`src/hw/rtl/gbc_pkg.sv`:
```
// ----------------------------------------------------------------------------
// gbc_pkg
// Shared types and codes of the two-button gesture classifier.
// ----------------------------------------------------------------------------
package gbc_pkg;

  // Item kinds on the input channel.
  typedef enum logic {
    CMD_TICK = 1'b0,
    CMD_EDGE = 1'b1
  } cmd_t;

  // Gesture codes on the result channel.
  localparam logic [2:0] GEST_NONE        = 3'd0;
  localparam logic [2:0] GEST_START_SHORT = 3'd1;
  localparam logic [2:0] GEST_SETUP_SHORT = 3'd2;
  localparam logic [2:0] GEST_CHORD_SHORT = 3'd3;
  localparam logic [2:0] GEST_START_LONG  = 3'd4;
  localparam logic [2:0] GEST_SETUP_LONG  = 3'd5;
  localparam logic [2:0] GEST_CHORD_LONG  = 3'd6;

  // A long gesture code is the chord mask plus this offset.
  localparam logic [2:0] GEST_LONG_OFFSET = 3'd3;

  // Button masks: bit 0 start, bit 1 setup.
  localparam logic [1:0] MASK_NONE  = 2'b00;
  localparam logic [1:0] MASK_START = 2'b01;
  localparam logic [1:0] MASK_SETUP = 2'b10;
  localparam logic [1:0] MASK_BOTH  = 2'b11;

  // Beeper requests.
  localparam logic [1:0] BEEP_NONE  = 2'd0;
  localparam logic [1:0] BEEP_CLICK = 2'd1;
  localparam logic [1:0] BEEP_LONG  = 2'd2;

  localparam logic [15:0] HOLD_TICKS_RESET = 16'd2000;

  typedef struct packed {
    logic cmd;
    logic button;
    logic pressed;
  } in_item_t;

  typedef struct packed {
    logic [2:0] gesture;
    logic [2:0] mode_index;
    logic       lock_on;
    logic [1:0] beep;
  } out_item_t;

endpackage

```
`src/hw/rtl/gbc_if.sv`:
```
// ----------------------------------------------------------------------------
// gbc_if
// Valid/ready channels of the two-button gesture classifier.
// ----------------------------------------------------------------------------
interface gbc_in_if;
  logic             valid;
  logic             ready;
  gbc_pkg::in_item_t data;

  modport source (output valid, output data, input ready);
  modport sink   (input valid, input data, output ready);
endinterface

interface gbc_out_if;
  logic               valid;
  logic               ready;
  gbc_pkg::out_item_t data;

  modport source (output valid, output data, input ready);
  modport sink   (input valid, input data, output ready);
endinterface

interface gbc_cfg_if;
  logic        valid;
  logic        ready;
  logic [15:0] data;

  modport source (output valid, output data, input ready);
  modport sink   (input valid, input data, output ready);
endinterface

```
`src/hw/rtl/two_button_gesture_classifier_top.sv`:
```
// ----------------------------------------------------------------------------
// two_button_gesture_classifier_top
// Classifies start/setup button activity into short, long and chord gestures.
//
//   channel   dir  payload                              handshake
//   items     in   cmd, button, pressed                 valid/ready
//   results   out  gesture, mode_index, lock_on, beep   valid/ready
//   cfg       in   hold_ticks (16 bit)                  valid/ready
//
// Every item gives one result: it is taken into the input register, then the
// state update writes the result register. One item per cycle is sustained
// while results is ready; the single state update sets that figure.
// Reset (synchronous, active high) clears all state and sets hold_ticks to
// 2000. A stalled result holds the result register; the input register still
// takes one more item, and items stops only when both are full.
// ----------------------------------------------------------------------------
module two_button_gesture_classifier_top #(
  parameter int MODE_COUNT = 6
) (
  input  logic clk,
  input  logic rst,
  gbc_in_if.sink    items,
  gbc_out_if.source results,
  gbc_cfg_if.sink   cfg
);
  import gbc_pkg::*;

  localparam logic [3:0] MODE_LIMIT = 4'(MODE_COUNT);

  logic [15:0] hold_ticks;

  // Input register.
  logic     s1_valid;
  in_item_t s1_item;

  // Classifier state.
  logic [1:0]  held_mask,  held_mask_next;
  logic [1:0]  chord_mask, chord_mask_next;
  logic        lock_flag,  lock_flag_next;
  logic        long_done,  long_done_next;
  logic        hold_armed, hold_armed_next;
  logic [15:0] hold_count, hold_count_next;
  logic [2:0]  mode_sel,   mode_sel_next;

  // Result register.
  logic      res_valid;
  out_item_t res_item, res_item_next;

  logic       s1_fire;
  logic [1:0] bit_sel;
  logic       level_now;
  logic [2:0] mode_inc;

  assign s1_fire     = s1_valid && (!res_valid || results.ready);
  assign items.ready = !s1_valid || s1_fire;
  assign cfg.ready   = 1'b1;

  assign results.valid = res_valid;
  assign results.data  = res_item;

  always_ff @(posedge clk) begin
    if (rst) begin
      hold_ticks <= HOLD_TICKS_RESET;
    end else if (cfg.valid) begin
      hold_ticks <= cfg.data;
    end
  end

  always_ff @(posedge clk) begin
    if (rst) begin
      s1_valid <= 1'b0;
    end else if (items.ready) begin
      s1_valid <= items.valid;
    end
  end

  always_ff @(posedge clk) begin
    if (items.ready && items.valid) begin
      s1_item <= items.data;
    end
  end

  always_comb begin
    bit_sel   = s1_item.button ? MASK_SETUP : MASK_START;
    level_now = |(held_mask & bit_sel);
    mode_inc  = mode_sel + 3'd1;

    held_mask_next  = held_mask;
    chord_mask_next = chord_mask;
    lock_flag_next  = lock_flag;
    long_done_next  = long_done;
    hold_armed_next = hold_armed;
    hold_count_next = hold_count;
    mode_sel_next   = mode_sel;
    res_item_next   = '0;
    res_item_next.gesture = GEST_NONE;
    res_item_next.beep    = BEEP_NONE;

    if (s1_item.cmd == CMD_EDGE) begin
      // An edge that repeats the current level is ignored.
      if (level_now != s1_item.pressed) begin
        if (s1_item.pressed) begin
          if (!lock_flag) begin
            res_item_next.beep = BEEP_CLICK;
          end
          hold_count_next = hold_ticks;
          hold_armed_next = 1'b1;
          long_done_next  = 1'b0;
          held_mask_next  = held_mask | bit_sel;
          chord_mask_next = chord_mask | bit_sel;
        end else begin
          hold_armed_next = 1'b0;
          held_mask_next  = held_mask & ~bit_sel;
          if (held_mask_next == MASK_NONE) begin
            if (!lock_flag && !long_done) begin
              res_item_next.gesture = {1'b0, chord_mask};
              if (chord_mask == MASK_SETUP) begin
                mode_sel_next = ({1'b0, mode_inc} >= MODE_LIMIT) ? 3'd0 : mode_inc;
              end
            end
            chord_mask_next = MASK_NONE;
          end
        end
      end
    end else if (hold_armed) begin
      // A count loaded as zero expires on the next tick, like a count of one.
      if (hold_count > 16'd1) begin
        hold_count_next = hold_count - 16'd1;
      end else begin
        hold_count_next = 16'd0;
        if (chord_mask != MASK_NONE) begin
          res_item_next.gesture = {1'b0, chord_mask} + GEST_LONG_OFFSET;
          res_item_next.beep    = BEEP_LONG;
          if (chord_mask == MASK_BOTH) begin
            lock_flag_next = !lock_flag;
          end
        end
        long_done_next  = 1'b1;
        hold_armed_next = 1'b0;
      end
    end

    res_item_next.mode_index = mode_sel_next;
    res_item_next.lock_on    = lock_flag_next;
  end

  always_ff @(posedge clk) begin
    if (rst) begin
      held_mask  <= MASK_NONE;
      chord_mask <= MASK_NONE;
      lock_flag  <= 1'b0;
      long_done  <= 1'b0;
      hold_armed <= 1'b0;
      hold_count <= 16'd0;
      mode_sel   <= 3'd0;
    end else if (s1_fire) begin
      held_mask  <= held_mask_next;
      chord_mask <= chord_mask_next;
      lock_flag  <= lock_flag_next;
      long_done  <= long_done_next;
      hold_armed <= hold_armed_next;
      hold_count <= hold_count_next;
      mode_sel   <= mode_sel_next;
    end
  end

  always_ff @(posedge clk) begin
    if (rst) begin
      res_valid <= 1'b0;
    end else if (!res_valid || results.ready) begin
      res_valid <= s1_valid;
    end
  end

  always_ff @(posedge clk) begin
    if (s1_fire) begin
      res_item <= res_item_next;
    end
  end

  // A running countdown always belongs to a button that is still down.
  a_armed_needs_held: assert property (@(posedge clk) disable iff (rst)
    hold_armed |-> (held_mask != MASK_NONE))
    else $error("hold countdown armed with no button held");

  // Every held button is part of the current chord.
  a_held_in_chord: assert property (@(posedge clk) disable iff (rst)
    (held_mask & ~chord_mask) == MASK_NONE)
    else $error("held button missing from chord mask");

  a_mode_range: assert property (@(posedge clk) disable iff (rst)
    {1'b0, mode_sel} < MODE_LIMIT)
    else $error("mode index out of range");

  // The long beep only comes with a long gesture.
  a_long_beep: assert property (@(posedge clk) disable iff (rst)
    (res_valid && res_item.beep == BEEP_LONG) |->
      (res_item.gesture == GEST_START_LONG || res_item.gesture == GEST_SETUP_LONG ||
       res_item.gesture == GEST_CHORD_LONG))
    else $error("long beep without long gesture");

endmodule
```
`src/flat_wrapper.sv`:
```
// flat-port wrapper written by rule: the top's interface ports become plain ports
module two_button_gesture_classifier_top_flat import gbc_pkg::*;
#(
  parameter int MODE_COUNT = 6
)
  (clk, rst, items_valid, items_data, items_ready, results_valid, results_data, results_ready, cfg_valid, cfg_data, cfg_ready);
  gbc_in_if items_i ();
  gbc_out_if results_i ();
  gbc_cfg_if cfg_i ();
  input  logic clk;
  input  logic rst;
  input wire logic [$bits(items_i.valid)-1:0] items_valid;
  input wire logic [$bits(items_i.data)-1:0] items_data;
  output wire logic [$bits(items_i.ready)-1:0] items_ready;
  output wire logic [$bits(results_i.valid)-1:0] results_valid;
  output wire logic [$bits(results_i.data)-1:0] results_data;
  input wire logic [$bits(results_i.ready)-1:0] results_ready;
  input wire logic [$bits(cfg_i.valid)-1:0] cfg_valid;
  input wire logic [$bits(cfg_i.data)-1:0] cfg_data;
  output wire logic [$bits(cfg_i.ready)-1:0] cfg_ready;
  assign items_i.valid = items_valid;
  assign items_i.data = items_data;
  assign items_ready = items_i.ready;
  assign results_valid = results_i.valid;
  assign results_data = results_i.data;
  assign results_i.ready = results_ready;
  assign cfg_i.valid = cfg_valid;
  assign cfg_i.data = cfg_data;
  assign cfg_ready = cfg_i.ready;
  two_button_gesture_classifier_top #(.MODE_COUNT(MODE_COUNT)) u_core (.clk(clk), .rst(rst), .items(items_i), .results(results_i), .cfg(cfg_i));
endmodule
```
`config.mk`:
```
export PLATFORM = sky130hd
export DESIGN_NAME = two_button_gesture_classifier_top_flat
export DESIGN_NICKNAME = d
export VERILOG_FILES = /design/src/hw/rtl/gbc_pkg.sv /design/src/hw/rtl/gbc_if.sv /design/src/hw/rtl/two_button_gesture_classifier_top.sv /design/src/flat_wrapper.sv
export SDC_FILE = /design/constraint.sdc
export NUM_CORES = 1
export LEC_CHECK = 0
export ABC_AREA = 1
export BUFFER_PORTS_ARGS = -buffer_cell sky130_fd_sc_hd__clkbuf_2
export CAP_MARGIN = 30
export CORE_UTILIZATION = 35
export CTS_CLUSTER_DIAMETER = 40
export DETAILED_ROUTE_END_ITERATION = 10
export PLACE_DENSITY = 0.57
export SYNTH_ARGS = -nofsm -noshare
export SYNTH_HDL_FRONTEND = slang
export SYNTH_SLANG_ARGS = --single-unit
export TNS_END_PERCENT = 1
```
`constraint.sdc`:
```
create_clock -name clk -period 4.4 [get_ports clk]
set_input_delay 0.88 -clock clk [delete_from_list [all_inputs] [get_ports clk]]
set_output_delay 0.88 -clock clk [all_outputs]
set_load 0.03 [all_outputs]
```
==> results of run 1 <==
[cells in the final DEF (no fill, tap or decap), types with 2 or more instances in the layout]
cell type / count
a21oi_1: 20
clkbuf_16: 2
clkbuf_2: 34
clkbuf_8: 5
dfxtp_1: 44
edfxtp_1: 12
ha_1: 4
inv_1: 46
inv_2: 2
nand2_1: 103
nand3_1: 35
nand3_2: 2
nand4_1: 11
nor2_1: 76
nor3_1: 2
o21ai_0: 27
o21ai_1: 7
xor2_1: 5
[synthesized netlist by cell type (2+ instances only)]
cell type / n
nand2_1: 103
nor2_1: 76
inv_1: 46
dfxtp_1: 44
nand3_1: 35
o21ai_0: 27
a21oi_1: 20
edfxtp_1: 12
nand4_1: 11
clkbuf_1: 8
o21ai_1: 7
xor2_1: 5
ha_1: 4
buf_6: 3
buf_2: 2
inv_2: 2
nand3_2: 2
nor3_1: 2
[power by group through the flow]
stage | sequential, uW | combinational [uW] | clock, uW
global route | 581 | 243 | 386
detailed placement | 588 | 210 | 0
global placement | 587 | 208 | 0
CTS | 576 | 211 | 362
finish | 576 | 210 | 354
floorplan | 587 | 162 | 0
[area by class of cell]
class,count,area (um2),area share
multi-input cells,302,1394,0.4300
flip-flops and latches,56,1241,0.3829
inverters,49,186.4,0.05751
repair buffers,34,170.2,0.05249
well taps,102,127.6,0.03937
clock buffers,8,122.6,0.03782
[routing by layer]
layer | up-vias | track usage
met5 | - | 0
met4 | 0 | 0.03077
li1 | 1398 | -
met2 | 51 | 0.2739
met3 | 5 | 0.02927
met1 | 1180 | 0.2102
[how the worst max path moves through the flow]
stage                  startpoint               endpoint  cells past startpoint
floorplan           results_ready            items_ready                      2
global placement    results_ready  u_core.hold_count[11]                     10
detailed placement  results_ready   u_core.hold_count[9]                     10
CTS                 results_ready   u_core.hold_count[9]                     10
global route        results_ready  u_core.hold_count[12]                     10
finish              results_ready   u_core.hold_count[9]                     10
[stage by stage]
step                instance area (um2)  worst slack [ns]
floorplan                          2903             2.318
global route                       3242             1.898
global placement                   3119             1.823
detailed placement                 3119             1.749
finish                             3242             2.089
CTS                                3242             2.087
[logic make-up after synthesis]
| logic type | Yosys count | synth area share |
|---|---|---|
| AOI/OAI and AO/OA | 57 | 0.1009 |
| xor gates and xnor gates | 6 | 0.01810 |
| adders and majority gates | 4 | 0.01724 |
| buffers and inverters | 63 | 0.09225 |
| DFF | 56 | 0.4276 |
| other | 1 | 0.001292 |
| and+or+nand+nor | 234 | 0.3427 |
[critical path, cell delays in order]
cell      delay (ns)
clkbuf_2        0.07
inv_1           0.04
nand2_1         0.06
nand2_1         0.13
inv_1           0.52
nand3_4         0.31
inv_4           0.26
nand2_1         0.07
nor2_1          0.11
nor2_1          0.04
[state kept, by name, indices dropped and copies added, names as in the netlist, named ones only]
name and cells:
u_core.results.data 9, u_core.s1_valid 1, u_core.hold_armed 1, u_core.s1_item 3, u_core.long_done 1, u_core.lock_flag 1
u_core.chord_mask 2, u_core.hold_ticks 16, u_core.results.valid 1, u_core.hold_count 16, u_core.mode_sel 3
==> impl_metrics.tcl, run 1 <==
set metrics [dict create \
    outcome "completed" \
    combPwrFrac 0.185 \
    htree_num_levels 2 \
    grt-ovfl-total 0 \
    dr_wl_met3_um 247 \
    clock_latency_ns 0.31 \
    r2r_slack_ns 2.19 \
    syn_area_per_cell_um2 6.895 \
    synth_area_mm2 0.002903 \
    cts.clk_slew.worst_paths_ns 0.11 \
    setup_violations 0 \
    wl_met2_um 2908 \
    cts-resized-gates 0 \
    tritoncts "yes" \
    ys_ff_latch 56 \
    layout.nets 476 \
    grt_pass1_vias 2433 \
    switching_share 0.2936 \
    postCtsSetupBuffers 0 \
    via_per_inst 4.780 \
    die_area_mm2 0.008662 \
    num_rows 32 \
    yosysTopAreaCellShare 0.3034 \
    ant_nets 0 \
    hold_path_end "u_core.long_done" \
    dp_hpwl_um 4528 \
    numCtsBuffers 5 \
    coreArea_mm2 0.007888 \
    grt_pass1_wl_um 11160 \
    clk_path_buf_depth 2 \
    wl_per_cell_um 11.51 \
    required_ns 4.61 \
    dieHeight_um 93.07 \
    yosysTopAreaCell "dfxtp_1" \
    p_seq_frac 0.505 \
    r2r_cells 7 \
    synth_edf_count 12 \
    ios 36 \
    layout-drive-gt1-share 0.1136 \
    power_per_cell_area_mw_per_mm2 351.8 \
    clkPwrFrac 0.310 \
    drt-pass1-iter-count 4 \
    fin_setup_tns_ns 0 \
    slew_violations 0 \
    hold_path.class "flop to flop" \
    vias 2634 \
    fp.dieW_um 93.07 \
    maxSlewHeadroom 0.3484 \
    post-place-cells 543 \
    switchingPower_uw 334.8 \
    yosysWarnings 0 \
    fillCellCount 839 \
    fin_crit_ns 2.311 \
    cp_max_fo 19 \
    period_share 0.5252 \
    clock_skew_ns 0.009553 \
    initial_core_util 0.3680 \
    crit_arrival_ns 2.52 \
    hold_viol_final 0 \
    top_layer "met4" \
    r2r-end "u_core.hold_count[9]" \
    p_leak_uw 0.001576 \
    hold_path_depth 2 \
    portBuffers 34 \
    drtIter0Drc 133 \
    ys_types 30 \
    grt_max_degree 34 \
    synth_nets 449 \
    finalPower_uw 1140 \
    cts_root_buf "clkbuf_8" \
    synth_area_leaders "dfxtp_1 (30%), nand2_1 (13%), edfxtp_1 (12%)" \
    max_freq_ghz 0.4327 \
    drc 0 \
    grt_use_total 0.1598 \
    met1Wirelength_um 3141 \
    critical_path_class "primary input to flop" \
    routabilityCongestion 0.8028 \
    diodes 0 \
    rsz0062_at_grt "false" \
    async_flop_share 0 \
    critPathLaunchType "primary input" \
    holdCritStartpoint "u_core.long_done" \
    area_growth_pct 11.68 \
    routed_wl_um 6344 \
    synth_seq_area_share 0.4276 \
    drv_cap 0 \
    hold_ws_ns 0.4596 \
    fin_cells 551 \
    r2r_start "u_core.s1_item[2]" \
    synth_cells 421 \
    cts_hold_buf 0 \
    postLayoutCoreUtil 0.4110 \
    tightest_slew_ns 0.9764 \
    antenna_found_initial 0 \
    ys.flop_type "dfxtp_1" \
    cts_sinks 56 \
    vdd_drop_max_mv 0.1604 \
    critPathCaptureType "flop" \
    power.internal_uw 805.6 \
]
Power figures use the tool's default switching activity.
==> inputs of run 2 (changes only) <==
Settings changed: ABC_AREA 1 to 0, PLACE_DENSITY 0.57 to 0.59.
Clock period 4.4 ns to 2 ns, I/O delays scaled along.
==> impl_metrics.tcl, run 2 <==
set metrics [dict create \
    outcome "finished with violations" \
    violations "negative setup slack" \
    synth_area_leaders "dfxtp_1 (32%), edfxtp_1 (13%), nor2_1 (4.7%)" \
    num_rows 32 \
    ys_types 56 \
    postLayoutCoreUtil 0.4375 \
    place_ws_ns -0.1993 \
    yosys.area_share.simple 0.2260 \
    drt-pass1-iter-count 6 \
    fp.dieW_um 91.21 \
    critPathLaunchType "flop" \
    drc 0 \
    grt_pass1_vias 2135 \
    numCtsBuffers 5 \
    tightest_slew_ns 0.5628 \
    cts_hold_buf 0 \
    layout-drive-gt1-share 0.2727 \
    coreArea_mm2 0.007727 \
    ios 36 \
    yosys.area_share.xor_xnor 0.02830 \
    yosysMostFrequentCell "dfxtp_1" \
    yosys-top-cells-count "dfxtp_1 (44), nor2_1 (35), nand2_1 (17)" \
    synth_seq_area_share 0.4456 \
    yosysTopAreaCellShare 0.3163 \
    maxSlewHeadroom 0.6248 \
    synthMuxAreaShare 0.06469 \
    dieHeight_um 91.21 \
    vdd_drop_max_mv 0.3488 \
    critical_path_class "flop to flop" \
    final_common_cell "dfxtp_1" \
    ant_nets 0 \
    worst_slack_ns -0.1765 \
    power_per_cell_area_mw_per_mm2 717.6 \
    grt_max_degree 39 \
    ys_ff_latch 56 \
    fin_crit_ns 2.177 \
    synth_fa_ha_area_frac 0.01797 \
    yosysWarnings 0 \
    dp_hpwl_um 4254 \
    final_cell_mix "dfxtp_1 (44), nor2_1 (35), clkbuf_2 (34)" \
    required_ns 2.23 \
    slowest_stage "or4_4" \
    clock_skew_ns 0.006500 \
    drtIter0Drc 157 \
    yosysTopAreaCell "dfxtp_1" \
    synth_cells 301 \
    initial_core_util 0.3604 \
    vias 2358 \
    syn_area_per_cell_um2 9.253 \
    setup_violations 6 \
    synth_area_mm2 0.002785 \
    ys.flop_type "dfxtp_1" \
    routabilityCongestion 0.8240 \
    layout.nets 379 \
    critPathCaptureType "flop" \
    cts.clk_slew.worst_paths_ns 0.10 \
    synth_nets 329 \
    grt_pass1_wl_um 10360 \
    max_freq_ghz 0.4595 \
    rsz0062_at_grt "true" \
    die_area_mm2 0.008318 \
    grt_use_total 0.1533 \
    hold_path.class "primary input to flop" \
    grt-ovfl-total 0 \
    clock_latency_ns 0.31 \
    p_leak_uw 0.001413 \
    antenna_found_initial 0 \
    htree_num_levels 2 \
    crit_arrival_ns 2.41 \
    clk_path_buf_depth 2 \
    crit_chain "mux2_4 > nor4_4 > or4b_4 > or4_4 > o31ai_2" \
    cts_sinks 56 \
    area_growth_pct 21.38 \
    tritoncts "yes" \
    hold_viol_final 0 \
    routed_wl_um 6097 \
    synth_edf_count 12 \
    via_per_inst 5.194 \
    drv_cap 0 \
    portBuffers 34 \
    async_flop_share 0 \
    synth_compound_area_frac 0.1689 \
    slew_violations 0 \
    cp_max_fo 2 \
    synth_top_family_by_area "simple AND/OR/NAND/NOR gates" \
    diodes 0 \
    slowest_delay_ns 0.53 \
    cts_root_buf "clkbuf_8" \
    wl_per_cell_um 13.43 \
    period_share 1.088 \
]
-- run 2: cell types whose count changed after synthesis, moves of 7 or more --
cell      delta
nand3_1     -27
nor3_1      +12
nor2b_1     +10
o21ai_0     -20
nor2_1      -41
a221oi_1     +9
nand2_1     -86
inv_1       -36
mux2i_1     +12
o21ai_1      -7
nand4_1      -7
-- run 2: area by class of cell --
type | instances | area, um2
Clock buffer | 8 | 90.09
Fill cell | 770 | 4347
Inverter | 10 | 37.54
Multi-Input combinational cell | 213 | 1481
Sequential cell | 56 | 1241
Tap cell | 102 | 127.6
Timing Repair Buffer | 65 | 402.9
-- run 2: metrics by stage --
stage	setup TNS, ns	total power [uW]	instances	hold slack, ns	instance area [um2]
after floorplan	-0.7812	1609	301	0.4317	2785
final	-0.4854	2426	454	0.2645	3381
after global placement	-1.515	1769	446	0.4447	3222
after detailed placement	-2.726	1777	446	0.4555	3222
after global routing	-1.402	2560	454	0.2516	3381
after CTS	-0.5819	2429	454	0.2531	3326
-- run 2: where the power goes --
part           switching [uW]  internal [uW]
Sequential               41.2           1210
Clock                     362            284
Combinational             290            241
Total                     693           1730
-- run 2: cells by family (layout without fill, tap and decap cells) --
| logic type | Yosys count | in the layout |
|---|---|---|
| and+or+nand+nor | 117 | 117 |
| AOI/OAI and AO/OA | 65 | 65 |
| DFF | 56 | 56 |
| buffers and inverters | 32 | 83 |
| muxes | 17 | 17 |
| xor gates and xnor gates | 9 | 9 |
| adders and majority gates | 4 | 4 |
| other | 1 | 1 |
-- run 2: critical path: cells and delay by family, from the launching register on --
family / cells / cell delay (ns)
simple gates: 3 / 1.15
compound gates: 1 / 0.21
flops: 1 / 0.41
mux: 1 / 0.33
-- run 2: repair_timing --
| action | in CTS | in global routing |
|---|---|---|
| setup buffers | 0 | 0 |
| setup endpoints to repair | 24 | 23 |
| pin swaps | 4 | 0 |
| gates resized for setup | 3 | 13 |
-- run 2: final timing paths --
check,from,end,slack [ns],cells past startpoint
setup / recovery,u_core.s1_item[1],u_core.mode_sel[2],-0.18,5
setup reg to reg,u_core.s1_item[1],u_core.mode_sel[2],-0.18,5
hold reg to reg,u_core.long_done,u_core.long_done,0.47,1
hold / removal,items_data[2],u_core.s1_item[2],0.26,1
-- run 2: layer usage --
| metal | global-route usage | routed length [um] | up-vias |
|---|---|---|---|
| met2 | 0.2323 | 2725 | 45 |
| met4 | 0.05556 | 67 | 0 |
| met5 | 0 | 0 | - |
| met3 | 0.02345 | 208 | 5 |
| met1 | 0.2197 | 3096 | 1108 |
| li1 | - | - | 1200 |
==> inputs of run 3 (changes only) <==
Clock period 2 ns to 1.79 ns, I/O delays scaled along.
==> impl_metrics.tcl, run 3 (synthesis gave the netlist of run 2 again) <==
set metrics [dict create \
    via_per_inst 5.187 \
    hold_viol_final 0 \
    cts_root_buf "clkbuf_8" \
    die_area_mm2 0.008318 \
    busiest_layer "met2" \
    num_rows 32 \
    switchingPower_uw 807.9 \
    combPwrFrac 0.240 \
    setup_violations 15 \
    gr-usage-met2 0.2563 \
    fin_crit_ns 2.216 \
    layout-drive-gt1-share 0.3577 \
    tightest_slew_ns 0.5731 \
    power_per_cell_area_mw_per_mm2 777.7 \
    fp.dieW_um 91.21 \
    outcome "finished with violations" \
    final_cell_mix "dfxtp_1 (43), buf_4 (42), nor2_1 (34), clkbuf_2 (34), nand2_1 (17)" \
    routed_wl_um 6383 \
    dieHeight_um 91.21 \
    wl_per_cell_um 13.55 \
    initial_core_util 0.3604 \
    grt_pass1_wl_um 10750 \
    crit_arrival_ns 2.44 \
    htree_num_levels 2 \
    grt_use_total 0.1598 \
    critPathLaunchType "flop" \
    worst_slack_ns -0.4263 \
    power.internal_uw 2022 \
    routabilityCongestion 0.8258 \
    clk_path_buf_depth 2 \
    rsz0062_at_grt "true" \
    switching_share 0.2855 \
    drtIter0Drc 139 \
    final_common_cell "dfxtp_1" \
    critical_path_class "flop to flop" \
    numCtsBuffers 5 \
    stdcell_area_mm2 0.003638 \
    use_met1 0.2235 \
    vdd_drop_max_mv 0.2904 \
    grt_max_degree 39 \
    period_share 1.238 \
    grt-ovfl-total 0 \
    p_seq_frac 0.493 \
    required_ns 2.02 \
    clock_skew_ns 0.01504 \
    finalPower_uw 2830 \
    dp_hpwl_um 4393 \
    grtUsageMet3 0.02345 \
    slew_violations 0 \
    multiInputGateArea_mm2 0.001569 \
    maxSlewHeadroom 0.6179 \
    antenna_found_initial 0 \
    drt-pass1-iter-count 4 \
    place_area_mm2 0.003362 \
    drv_cap 0 \
    cts.clk_slew.worst_paths_ns 0.11 \
    cts_hold_buf 0 \
    diodes 0 \
    cp_max_fo 2 \
    vias 2443 \
    drc 0 \
    layout.nets 396 \
    grt_pass1_vias 2289 \
    ant_nets 0 \
    fillCellCount 745 \
    coreArea_mm2 0.007727 \
    area_growth_pct 30.64 \
    p_leak_uw 0.001541 \
    violations "negative setup slack" \
    portBuffers 34 \
    clock_latency_ns 0.31 \
    cts_sinks 56 \
    ios 36 \
    critPathCaptureType "flop" \
    hold_path.class "primary input to flop" \
    tritoncts "yes" \
    max_freq_ghz 0.4512 \
    clkPwrFrac 0.267 \
    seq_area_mm2 0.001242 \
    fin_setup_tns_ns -2.273 \
]
==> run 3: cell types whose count changed in the layout (fill, tap and decap cells not counted), sizes merged <==
cell  delta
buf     +17
==> run 3: per-stage QoR <==
stage	utilization	setup WS (ns)	hold WS [ns]	cells
4_1_cts	0.4642	-0.4395	0.2047	471
3_5_place_dp	0.4351	-0.4542	0.4546	463
5_1_grt	0.4709	-0.5426	0.1947	471
3_3_place_gp	0.4351	-0.3817	0.4428	463
2_1_floorplan	-	-0.4376	0.4317	301
6_report	0.4709	-0.4263	0.2107	471
==> run 3: path summary, 6_finish.rpt <==
kind,start,cells past startpoint,slack (ns),to
hold / removal,items_data[2],1,0.21,u_core.s1_item[2]
setup / recovery,u_core.s1_item[1],5,-0.43,u_core.mode_sel[2]
setup reg to reg,u_core.s1_item[1],5,-0.43,u_core.mode_sel[2]
hold reg to reg,u_core.hold_count[10],2,0.47,u_core.hold_count[10]
==> run 3: routing by layer <==
metal	share of wire	wire (um)	vias to the layer above
met5	0	0	-
met4	0.011	68	0
met3	0.025	160	7
met2	0.47	2982	36
met1	0.50	3172	1163
li1	-	-	1237
==> run 3: layout make-up <==
type,count,area share
multi-input combinational,213,0.4312
sequential,56,0.3415
timing repair buffer,82,0.1544
tap,102,0.03508
clock buffer,8,0.02751
inverter,10,0.01032
==> run 3: worst max-delay path, stage by stage (launching register included) <==
cell      delay [ns]
edfxtp_1        0.42
mux2_4          0.33
nor4_4          0.13
or4b_4          0.50
or4_4           0.54
o31ai_2         0.22
==> run 3: power by group through the flow <==
| stage | Combinational [uW] | Clock, uW | Sequential (uW) |
|---|---|---|---|
| finish | 679 | 755 | 1400 |
| global route | 745 | 836 | 1400 |
| CTS | 663 | 783 | 1400 |
| detailed placement | 602 | 0 | 1420 |
| global placement | 596 | 0 | 1420 |
| floorplan | 368 | 0 | 1430 |
==> run 3: timing repair <==
action / in CTS / in global routing
resized for setup: 30 / 14
setup buffers: 0 / 0
endpoints found under the setup margin: 32 / 34
endpoints found under the hold margin: 0 / 0
pin swaps: 9 / 2
